## src/smtrb_pkg.sv

```systemverilog
`default_nettype none

package smtrb_pkg;

   localparam int BUFFER_DEPTH = 64;
   localparam int PTR_W        = (BUFFER_DEPTH > 1) ? $clog2(BUFFER_DEPTH) : 1;
   localparam int FILL_W       = $clog2(BUFFER_DEPTH + 1);

   typedef enum logic [2:0] {
      ACT_WRITE_TX  = 3'd0,
      ACT_TX_START  = 3'd1,
      ACT_READ_RX   = 3'd2,
      ACT_PEEK_RX   = 3'd3,
      ACT_XFER_DONE = 3'd4,
      ACT_FAULT     = 3'd5,
      ACT_CLEAR     = 3'd6,
      ACT_NOP       = 3'd7
   } action_type;

   typedef struct packed {
      logic [2:0] action;
      logic [7:0] tx_byte;
      logic [7:0] rx_byte;
      logic       fault;
   } req_type;

   typedef struct packed {
      logic [7:0] read_data;
      logic       load_valid;
      logic [7:0] load_byte;
      logic       transfer_active;
      logic       chip_deselect;
      logic       rx_available;
      logic       tx_pending;
      logic [6:0] tx_free;
   } rsp_type;

   // What the memory cycle must still do for the item in flight
   typedef struct packed {
      logic rd;
      logic ld;
      logic desel;
   } pend_type;

   typedef enum logic [1:0] {
      ST_IDLE = 2'b01,
      ST_MEM  = 2'b10
   } state_type;

   function automatic logic [PTR_W-1:0] ring_next(input logic [PTR_W-1:0] p);
      logic [PTR_W-1:0] r;
      if (p == PTR_W'(BUFFER_DEPTH - 1)) r = '0;
      else r = p + PTR_W'(1);
      return r;
   endfunction

endpackage

`default_nettype wire

```

## src/spi_master_tx_rx_ring_buffers.sv

```systemverilog
// Buffer controller for an SPI master: a transmit ring and a receive ring.
// Input channel req_*: one action per item (queue TX byte, start burst,
// read or peek RX byte, transfer done, fault, clear). Result channel rsp_*:
// exactly one result per item, carrying any read or load byte plus status
// and transmit free space after the action.
// The accepting cycle updates pointers and issues the ring reads; in ST_MEM
// the registered memory data is taken into the output register.
// No new item is taken until the current one has passed ST_MEM, since each
// item waits out the registered read of the ring memories.
// While the result waits under rsp_stall no new item is accepted; the
// output register holds its value until taken.
// Reset clears pointers, fill counts, the burst flag and any pending result.
// Ring contents are not cleared; an unwritten entry never reaches a result.
`default_nettype none

module spi_master_tx_rx_ring_buffers (
   input  wire logic              clock,
   input  wire logic              reset,
   input  wire logic              req_valid,
   output logic                   req_stall,
   input  wire smtrb_pkg::req_type req_data,
   output logic                   rsp_valid,
   input  wire logic              rsp_stall,
   output smtrb_pkg::rsp_type     rsp_data
);

   localparam int PW = smtrb_pkg::PTR_W;
   localparam int FW = smtrb_pkg::FILL_W;
   localparam logic [FW-1:0] DEPTH_F = FW'(smtrb_pkg::BUFFER_DEPTH);

   logic [7:0] tx_mem [smtrb_pkg::BUFFER_DEPTH];
   logic [7:0] rx_mem [smtrb_pkg::BUFFER_DEPTH];

   smtrb_pkg::state_type state_ff, state_in;
   logic [PW-1:0] tx_head_ff, tx_head_in, tx_tail_ff, tx_tail_in;
   logic [PW-1:0] rx_head_ff, rx_head_in, rx_tail_ff, rx_tail_in;
   logic [FW-1:0] tx_fill_ff, tx_fill_in, rx_fill_ff, rx_fill_in;
   logic          active_ff, active_in;
   smtrb_pkg::pend_type pend_ff, pend_in;
   logic          rsp_valid_ff, rsp_valid_in;
   smtrb_pkg::rsp_type rsp_data_ff, rsp_data_in;
   logic [7:0]    tx_rd_ff, rx_rd_ff;
   logic          tx_we, rx_we;
   logic [7:0]    rx_wdata;
   logic          accept;
   logic [FW-1:0] tx_room;
   smtrb_pkg::action_type act;

   assign req_stall = !((state_ff == smtrb_pkg::ST_IDLE) && (!rsp_valid_ff || !rsp_stall));
   assign accept    = req_valid && !req_stall;
   assign act       = smtrb_pkg::action_type'(req_data.action);
   assign rx_wdata  = req_data.rx_byte;
   assign tx_room   = DEPTH_F - tx_fill_ff;

   always_comb begin
      tx_head_in = tx_head_ff;
      tx_tail_in = tx_tail_ff;
      tx_fill_in = tx_fill_ff;
      rx_head_in = rx_head_ff;
      rx_tail_in = rx_tail_ff;
      rx_fill_in = rx_fill_ff;
      active_in  = active_ff;
      pend_in    = pend_ff;
      tx_we      = 1'b0;
      rx_we      = 1'b0;
      state_in   = state_ff;
      if (accept) begin
         pend_in  = '0;
         state_in = smtrb_pkg::ST_MEM;
         case (act)
            smtrb_pkg::ACT_WRITE_TX: begin
               tx_we      = 1'b1;
               tx_head_in = smtrb_pkg::ring_next(tx_head_ff);
               if (tx_fill_ff < DEPTH_F) tx_fill_in = tx_fill_ff + FW'(1);
            end
            smtrb_pkg::ACT_TX_START: begin
               if (tx_fill_ff != '0) begin
                  pend_in.ld = 1'b1;
                  tx_tail_in = smtrb_pkg::ring_next(tx_tail_ff);
                  tx_fill_in = tx_fill_ff - FW'(1);
                  active_in  = 1'b1;
               end
            end
            smtrb_pkg::ACT_READ_RX: begin
               if (rx_fill_ff != '0) begin
                  pend_in.rd = 1'b1;
                  rx_tail_in = smtrb_pkg::ring_next(rx_tail_ff);
                  rx_fill_in = rx_fill_ff - FW'(1);
               end
            end
            smtrb_pkg::ACT_PEEK_RX: begin
               pend_in.rd = (rx_fill_ff != '0);
            end
            smtrb_pkg::ACT_XFER_DONE: begin
               rx_we      = 1'b1;
               rx_head_in = smtrb_pkg::ring_next(rx_head_ff);
               if (rx_fill_ff < DEPTH_F) rx_fill_in = rx_fill_ff + FW'(1);
               if (tx_fill_ff != '0) begin
                  pend_in.ld = 1'b1;
                  tx_tail_in = smtrb_pkg::ring_next(tx_tail_ff);
                  tx_fill_in = tx_fill_ff - FW'(1);
               end else begin
                  active_in     = 1'b0;
                  pend_in.desel = 1'b1;
               end
            end
            smtrb_pkg::ACT_FAULT: begin
               if (req_data.fault) begin
                  rx_we      = 1'b1;
                  rx_head_in = smtrb_pkg::ring_next(rx_head_ff);
                  if (rx_fill_ff < DEPTH_F) rx_fill_in = rx_fill_ff + FW'(1);
               end
            end
            smtrb_pkg::ACT_CLEAR: begin
               tx_head_in = '0;
               tx_tail_in = '0;
               tx_fill_in = '0;
               rx_head_in = '0;
               rx_tail_in = '0;
               rx_fill_in = '0;
            end
            default: begin
            end
         endcase
      end else if (state_ff == smtrb_pkg::ST_MEM) begin
         state_in = smtrb_pkg::ST_IDLE;
      end
   end

   // Result: pointers and flags already reflect the item; ring data arrives now
   always_comb begin
      rsp_data_in = rsp_data_ff;
      rsp_valid_in = rsp_valid_ff && rsp_stall;
      if (state_ff == smtrb_pkg::ST_MEM) begin
         rsp_valid_in                = 1'b1;
         rsp_data_in.read_data       = pend_ff.rd ? rx_rd_ff : 8'd0;
         rsp_data_in.load_valid      = pend_ff.ld;
         rsp_data_in.load_byte       = pend_ff.ld ? tx_rd_ff : 8'd0;
         rsp_data_in.transfer_active = active_ff;
         rsp_data_in.chip_deselect   = pend_ff.desel;
         rsp_data_in.rx_available    = (rx_fill_ff != '0);
         rsp_data_in.tx_pending      = (tx_fill_ff != '0);
         rsp_data_in.tx_free         = 7'(tx_room);
      end
   end

   always_ff @(posedge clock) begin
      if (reset) begin
         state_ff     <= smtrb_pkg::ST_IDLE;
         tx_head_ff   <= '0;
         tx_tail_ff   <= '0;
         tx_fill_ff   <= '0;
         rx_head_ff   <= '0;
         rx_tail_ff   <= '0;
         rx_fill_ff   <= '0;
         active_ff    <= 1'b0;
         pend_ff      <= '0;
         rsp_valid_ff <= 1'b0;
      end else begin
         state_ff     <= state_in;
         tx_head_ff   <= tx_head_in;
         tx_tail_ff   <= tx_tail_in;
         tx_fill_ff   <= tx_fill_in;
         rx_head_ff   <= rx_head_in;
         rx_tail_ff   <= rx_tail_in;
         rx_fill_ff   <= rx_fill_in;
         active_ff    <= active_in;
         pend_ff      <= pend_in;
         rsp_valid_ff <= rsp_valid_in;
      end
   end

   always_ff @(posedge clock) begin
      rsp_data_ff <= rsp_data_in;
   end

   // Transmit ring: write at head, read at tail
   always_ff @(posedge clock) begin
      if (tx_we) tx_mem[tx_head_ff] <= req_data.tx_byte;
      if (accept) tx_rd_ff <= tx_mem[tx_tail_ff];
   end

   // Receive ring: write at head, read at tail
   always_ff @(posedge clock) begin
      if (rx_we) rx_mem[rx_head_ff] <= rx_wdata;
      if (accept) rx_rd_ff <= rx_mem[rx_tail_ff];
   end

   assign rsp_valid = rsp_valid_ff;
   assign rsp_data  = rsp_data_ff;

endmodule

`default_nettype wire

```

## config.mk

```make
export PLATFORM = sky130hd
export DESIGN_NAME = spi_master_tx_rx_ring_buffers
export DESIGN_NICKNAME = d
export VERILOG_FILES = /design/src/smtrb_pkg.sv /design/src/spi_master_tx_rx_ring_buffers.sv
export SDC_FILE = /design/constraint.sdc
export NUM_CORES = 1
export LEC_CHECK = 0
export BUFFER_PORTS_ARGS = -buffer_cell sky130_fd_sc_hd__buf_2
export CAP_MARGIN = 5
export CORE_MARGIN = 3
export CORE_UTILIZATION = 65
export CTS_CLUSTER_DIAMETER = 120
export DETAILED_ROUTE_END_ITERATION = 12
export HOLD_SLACK_MARGIN = 0.1
export PLACE_DENSITY = 0.82
export SYNTH_ARGS = -nofsm -noshare
export SYNTH_HDL_FRONTEND = slang
export SYNTH_SLANG_ARGS = --single-unit
```

## constraint.sdc

```tcl
create_clock -name clock -period 4.65 [get_ports clock]
set_clock_uncertainty 0.05 [all_clocks]
set_input_delay 0.2325 -clock clock [delete_from_list [all_inputs] [get_ports clock]]
set_output_delay 0.2325 -clock clock [all_outputs]
set_load 0.005 [all_outputs]
```

==> implementation parameters <==
Parameter                              Value

Floorplanning
  Die area ... around 70000 um2
  Die Wd ... roughly 260 um
  # IOs ... 54
  Row Count ... 94
  Area of the core ... between 60000 and 70000 um2
  Initial standard-cell utilization of the core ... 0.659
  Die outline height ... 265 um

Flow run
  Max cap viols ... 0

Global route
  First-pass GRT wire length ... between 150 and 200 mm
  Routing usage on met1 ... 0.437
  M3 GR Usage ... 0.0791
  Number of global-route vias before repair ... 23800
  Total global-route track usage ... 0.311
  Met2 Resource Use GR ... 0.488
  Remaining global-route overflow ... 0
  Initial antenna violation count ... 2
  Maximum number of pins on one net before global-route repair ... 65
  Global-route layer with the greatest usage ... met2

CTS
  Clk sink count ... 1113
  Clock H-tree levels ... 3
  Count of buffers added by post-CTS timing repair for setup ... 0
  Clk root buf ... sky130_fd_sc_hd__clkbuf_16
  Clock buffer count from CTS ... about 100
  Maximum root-to-sink buffer count ... 3
  Clk_lat worst skew ... 0.67 ns
  Clock tree from TritonCTS ... built
  Clk pin slew, worst setup/hold paths ... about 0.06 ns

Worst setup path
  CP endpoint kind ... flop
  Crit path DAT ... 4.43 ns
  Startpoint of the lowest-slack register-to-register path ... state_ff[0]$_SDFFE_PP1P_
  Capture instance of the worst register-to-register path ... rx_mem[43][7]$_DFFE_PP_
  Kind of critical path ... flop to flop
  Biggest fanout along the worst timing path ... 8
  Critical path launch point type ... flop
  Critical Path Source ... state_ff[0]$_SDFFE_PP1P_
  Worst-case register-to-register setup slack ... 0.46 ns
  Data required time at the worst endpoint ... 4.89 ns
  Worst R2R Path Depth ... 6

Hold path
  Min-delay src ... reset
  WHS Path Cells ... 2
  Hold crit path type ... input pin to flop
  Hold worst-path end ... tx_fill_ff[2]$_SDFFE_PP0P_

Route
  Routed wire length ... 107 mm
  Pre-antenna DRT Iters ... 9
  DRC ... 0
  Via density ... roughly 7.3
  WL/cell ... roughly 33 um
  Total via count after detailed routing ... 23800
  Antenna viol nets, final ... 0
  DR iter-0 viols ... between 4000 and 5000

STA
  Worst-margin pin slew ... ~1.4 ns
  Minimum period implied by the final worst setup slack ... roughly 4.2 ns
  Max frequency ... 239 MHz
  Count of endpoints failing hold in the final timing report ... 0
  Final setup vio count ... 0
  Share of the cycle needed by the critical path after routing ... 0.901
  Worst slew slack as a fraction of its limit ... 0.0606
  Min Hold Slack ... 0.136 ns
  Setup repair after global routing missed its margin ... no
  Max Transition Viols Final ... 0
  Total negative slack for setup checks ... 0 ns

Synth
  Net count after synthesis ... 2281
  Post-Syn Instances ... 2244
  Number of synthesized register bits ... 1113
  Top-count cell post-synth ... sky130_fd_sc_hd__edfxtp_1
  Number of enable-type register cells in the synthesized netlist ... 1068
  Post-synthesis cell type count ... 72
  Avg Cell Area, Syn ... a little under 20 um2
  Synth area leaders ... sky130_fd_sc_hd__edfxtp_1 (74%), sky130_fd_sc_hd__mux4_2 (12%), sky130_fd_sc_hd__dfxtp_1 (2.1%), sky130_fd_sc_hd__nor2_1 (1.6%), sky130_fd_sc_hd__a22oi_1 (0.95%)
  Combined area of all synthesized cells ... about 44000 um2
  Post-synth top flop ... sky130_fd_sc_hd__edfxtp_1
  Proportion of synthesized chip area in sequential cells ... 0.757
  Yosys warning total ... 0
  Post-synth ARST share ... 0
  Fraction of post-synthesis cell area in the top cell type by area ... 0.736
  Most numerous cell types in the synthesized netlist ... sky130_fd_sc_hd__edfxtp_1 (1068), sky130_fd_sc_hd__mux4_2 (237), sky130_fd_sc_hd__nor2_1 (187)
  Synth area leader ... sky130_fd_sc_hd__edfxtp_1

Layout
  Layout overhead on the synthesized area ... 10.8%
  Fraction of layout cells with a size suffix above 1 ... 0.213
  Number of filler instances in the final layout ... ~3400
  Total inserted antenna cells ... 0
  Final layout net count ... 2352

Placed design
  Final estimated routing congestion in global placement ... 0.907
  Number of buffers added on ports ... 53
  Detailed-placement wirelength estimate ... 57.4 mm

Run status
  Result of the run ... finished, final reports clean

Pwr
  Leakage component of the power ... roughly 15 nW
  IR drop worst, VDD ... 0.329 mV
  Areal power density over the cells ... 424 nW/um2
area by class of cell:
class	count	area [um2]	area share
flip-flops and latches	1113	33000	0.683
multi-input cells	988	9980	0.207
clock buffers	125	2700	0.0560
well taps	864	1080	0.0224
clock inverters	64	766	0.0159
repair buffers	96	706	0.0146
inverters	13	48.8	0.00101
repair_timing:
item                                   in CTS  in global routing
hold buffers                                7                  2
resized for setup                           0                  0
endpoints found under the hold margin      24                 37
through the flow:
| step | setup WS, ns | power [mW] | util | area [um2] | instances |
|---|---|---|---|---|---|
| 3_3_place_gp | 1.03 | 11.9 | 0.676 | 44700 | 3062 |
| 4_1_cts | 0.737 | 20.5 | 0.729 | 48200 | 3258 |
| 6_report | 0.462 | 20.5 | 0.730 | 48300 | 3263 |
| 5_1_grt | 0.398 | 20.9 | 0.730 | 48300 | 3263 |
| 2_1_floorplan | 2.27 | 11.6 | - | 43600 | 2244 |
| 3_5_place_dp | 0.782 | 11.9 | 0.676 | 44700 | 3062 |
cell usage in the layout (no fill, tap or decap), types with 14 or more instances in the layout:
| cell type | n |
|---|---|
| sky130_fd_sc_hd__clkinv_2 | 14 |
| sky130_fd_sc_hd__a221oi_1 | 26 |
| sky130_fd_sc_hd__nor2b_1 | 16 |
| sky130_fd_sc_hd__a21oi_1 | 51 |
| sky130_fd_sc_hd__nor2_1 | 185 |
| sky130_fd_sc_hd__nor3_1 | 14 |
| sky130_fd_sc_hd__clkinv_1 | 21 |
| sky130_fd_sc_hd__nand2_1 | 77 |
| sky130_fd_sc_hd__clkbuf_16 | 104 |
| sky130_fd_sc_hd__mux4_2 | 237 |
| sky130_fd_sc_hd__mux2i_1 | 34 |
| sky130_fd_sc_hd__edfxtp_1 | 1068 |
| sky130_fd_sc_hd__and2_1 | 19 |
| sky130_fd_sc_hd__o21ai_0 | 20 |
| sky130_fd_sc_hd__o221ai_1 | 16 |
| sky130_fd_sc_hd__a22o_1 | 35 |
| sky130_fd_sc_hd__clkbuf_1 | 19 |
| sky130_fd_sc_hd__a211oi_1 | 14 |
| sky130_fd_sc_hd__nand3_1 | 34 |
| sky130_fd_sc_hd__bufinv_16 | 17 |
| sky130_fd_sc_hd__buf_4 | 26 |
| sky130_fd_sc_hd__buf_2 | 53 |
| sky130_fd_sc_hd__dfxtp_1 | 41 |
| sky130_fd_sc_hd__a22oi_1 | 55 |
critical path: stages, from the launching register on:
cell and delay (ns):
sky130_fd_sc_hd__dfxtp_1 0.38, sky130_fd_sc_hd__nor2b_1 0.27, sky130_fd_sc_hd__nand3_1 0.40, sky130_fd_sc_hd__buf_4 0.33, sky130_fd_sc_hd__nor3_1 1.00, sky130_fd_sc_hd__nand3_1 0.64
sky130_fd_sc_hd__nor2_1 0.74
logic make-up after synthesis:
group | count (synthesis) | share of synthesized area
mux | 275 | 0.131
compound gates | 267 | 0.0448
simple gates | 418 | 0.0453
buf+inv | 143 | 0.0148
xor+xnor | 15 | 0.00302
flops | 1113 | 0.757
fa+ha+maj | 13 | 0.00391
metal layers:
| metal | part of all wire | routed length (um) |
|---|---|---|
| met5 | 0.00025 | 27 |
| met2 | 0.48 | 51300 |
| met4 | 0.042 | 4530 |
| met1 | 0.35 | 37100 |
| met3 | 0.13 | 14300 |
registers in the layout, indices dropped and copies added, names as in the netlist:
| register | flops |
|---|---|
| rx_mem | 512 |
| tx_mem | 512 |
| rsp_data | 28 |
| rx_rd_ff | 8 |
| tx_rd_ff | 8 |
| rx_fill_ff | 7 |
| tx_fill_ff | 7 |
| rx_head_ff | 6 |
| rx_tail_ff | 6 |
| tx_head_ff | 6 |
| tx_tail_ff | 6 |
| pend_ff | 3 |
| state_ff | 2 |
| active_ff | 1 |
| rsp_valid | 1 |
report_power, final:
| group | switching (mW) | internal [mW] | leakage, nW | total, mW |
|---|---|---|---|---|
| logic | 0.435 | 0.238 | 3.13 | 0.673 |
| clock network | 3.67 | 5.08 | 1.68 | 8.75 |
| registers | 0.0456 | 11.0 | 9.95 | 11.1 |
worst max path at each step:
stage	end	slack, ns
detailed placement	rx_mem[24][4]$_DFFE_PP_	0.78
global placement	rx_mem[41][7]$_DFFE_PP_	1.03
CTS	rx_mem[43][7]$_DFFE_PP_	0.74
global route	rx_mem[43][7]$_DFFE_PP_	0.40
finish	rx_mem[43][7]$_DFFE_PP_	0.46
floorplan	tx_fill_ff[5]$_SDFFE_PP0P_	2.27
Note: power is estimated with default switching activity, not from simulation.
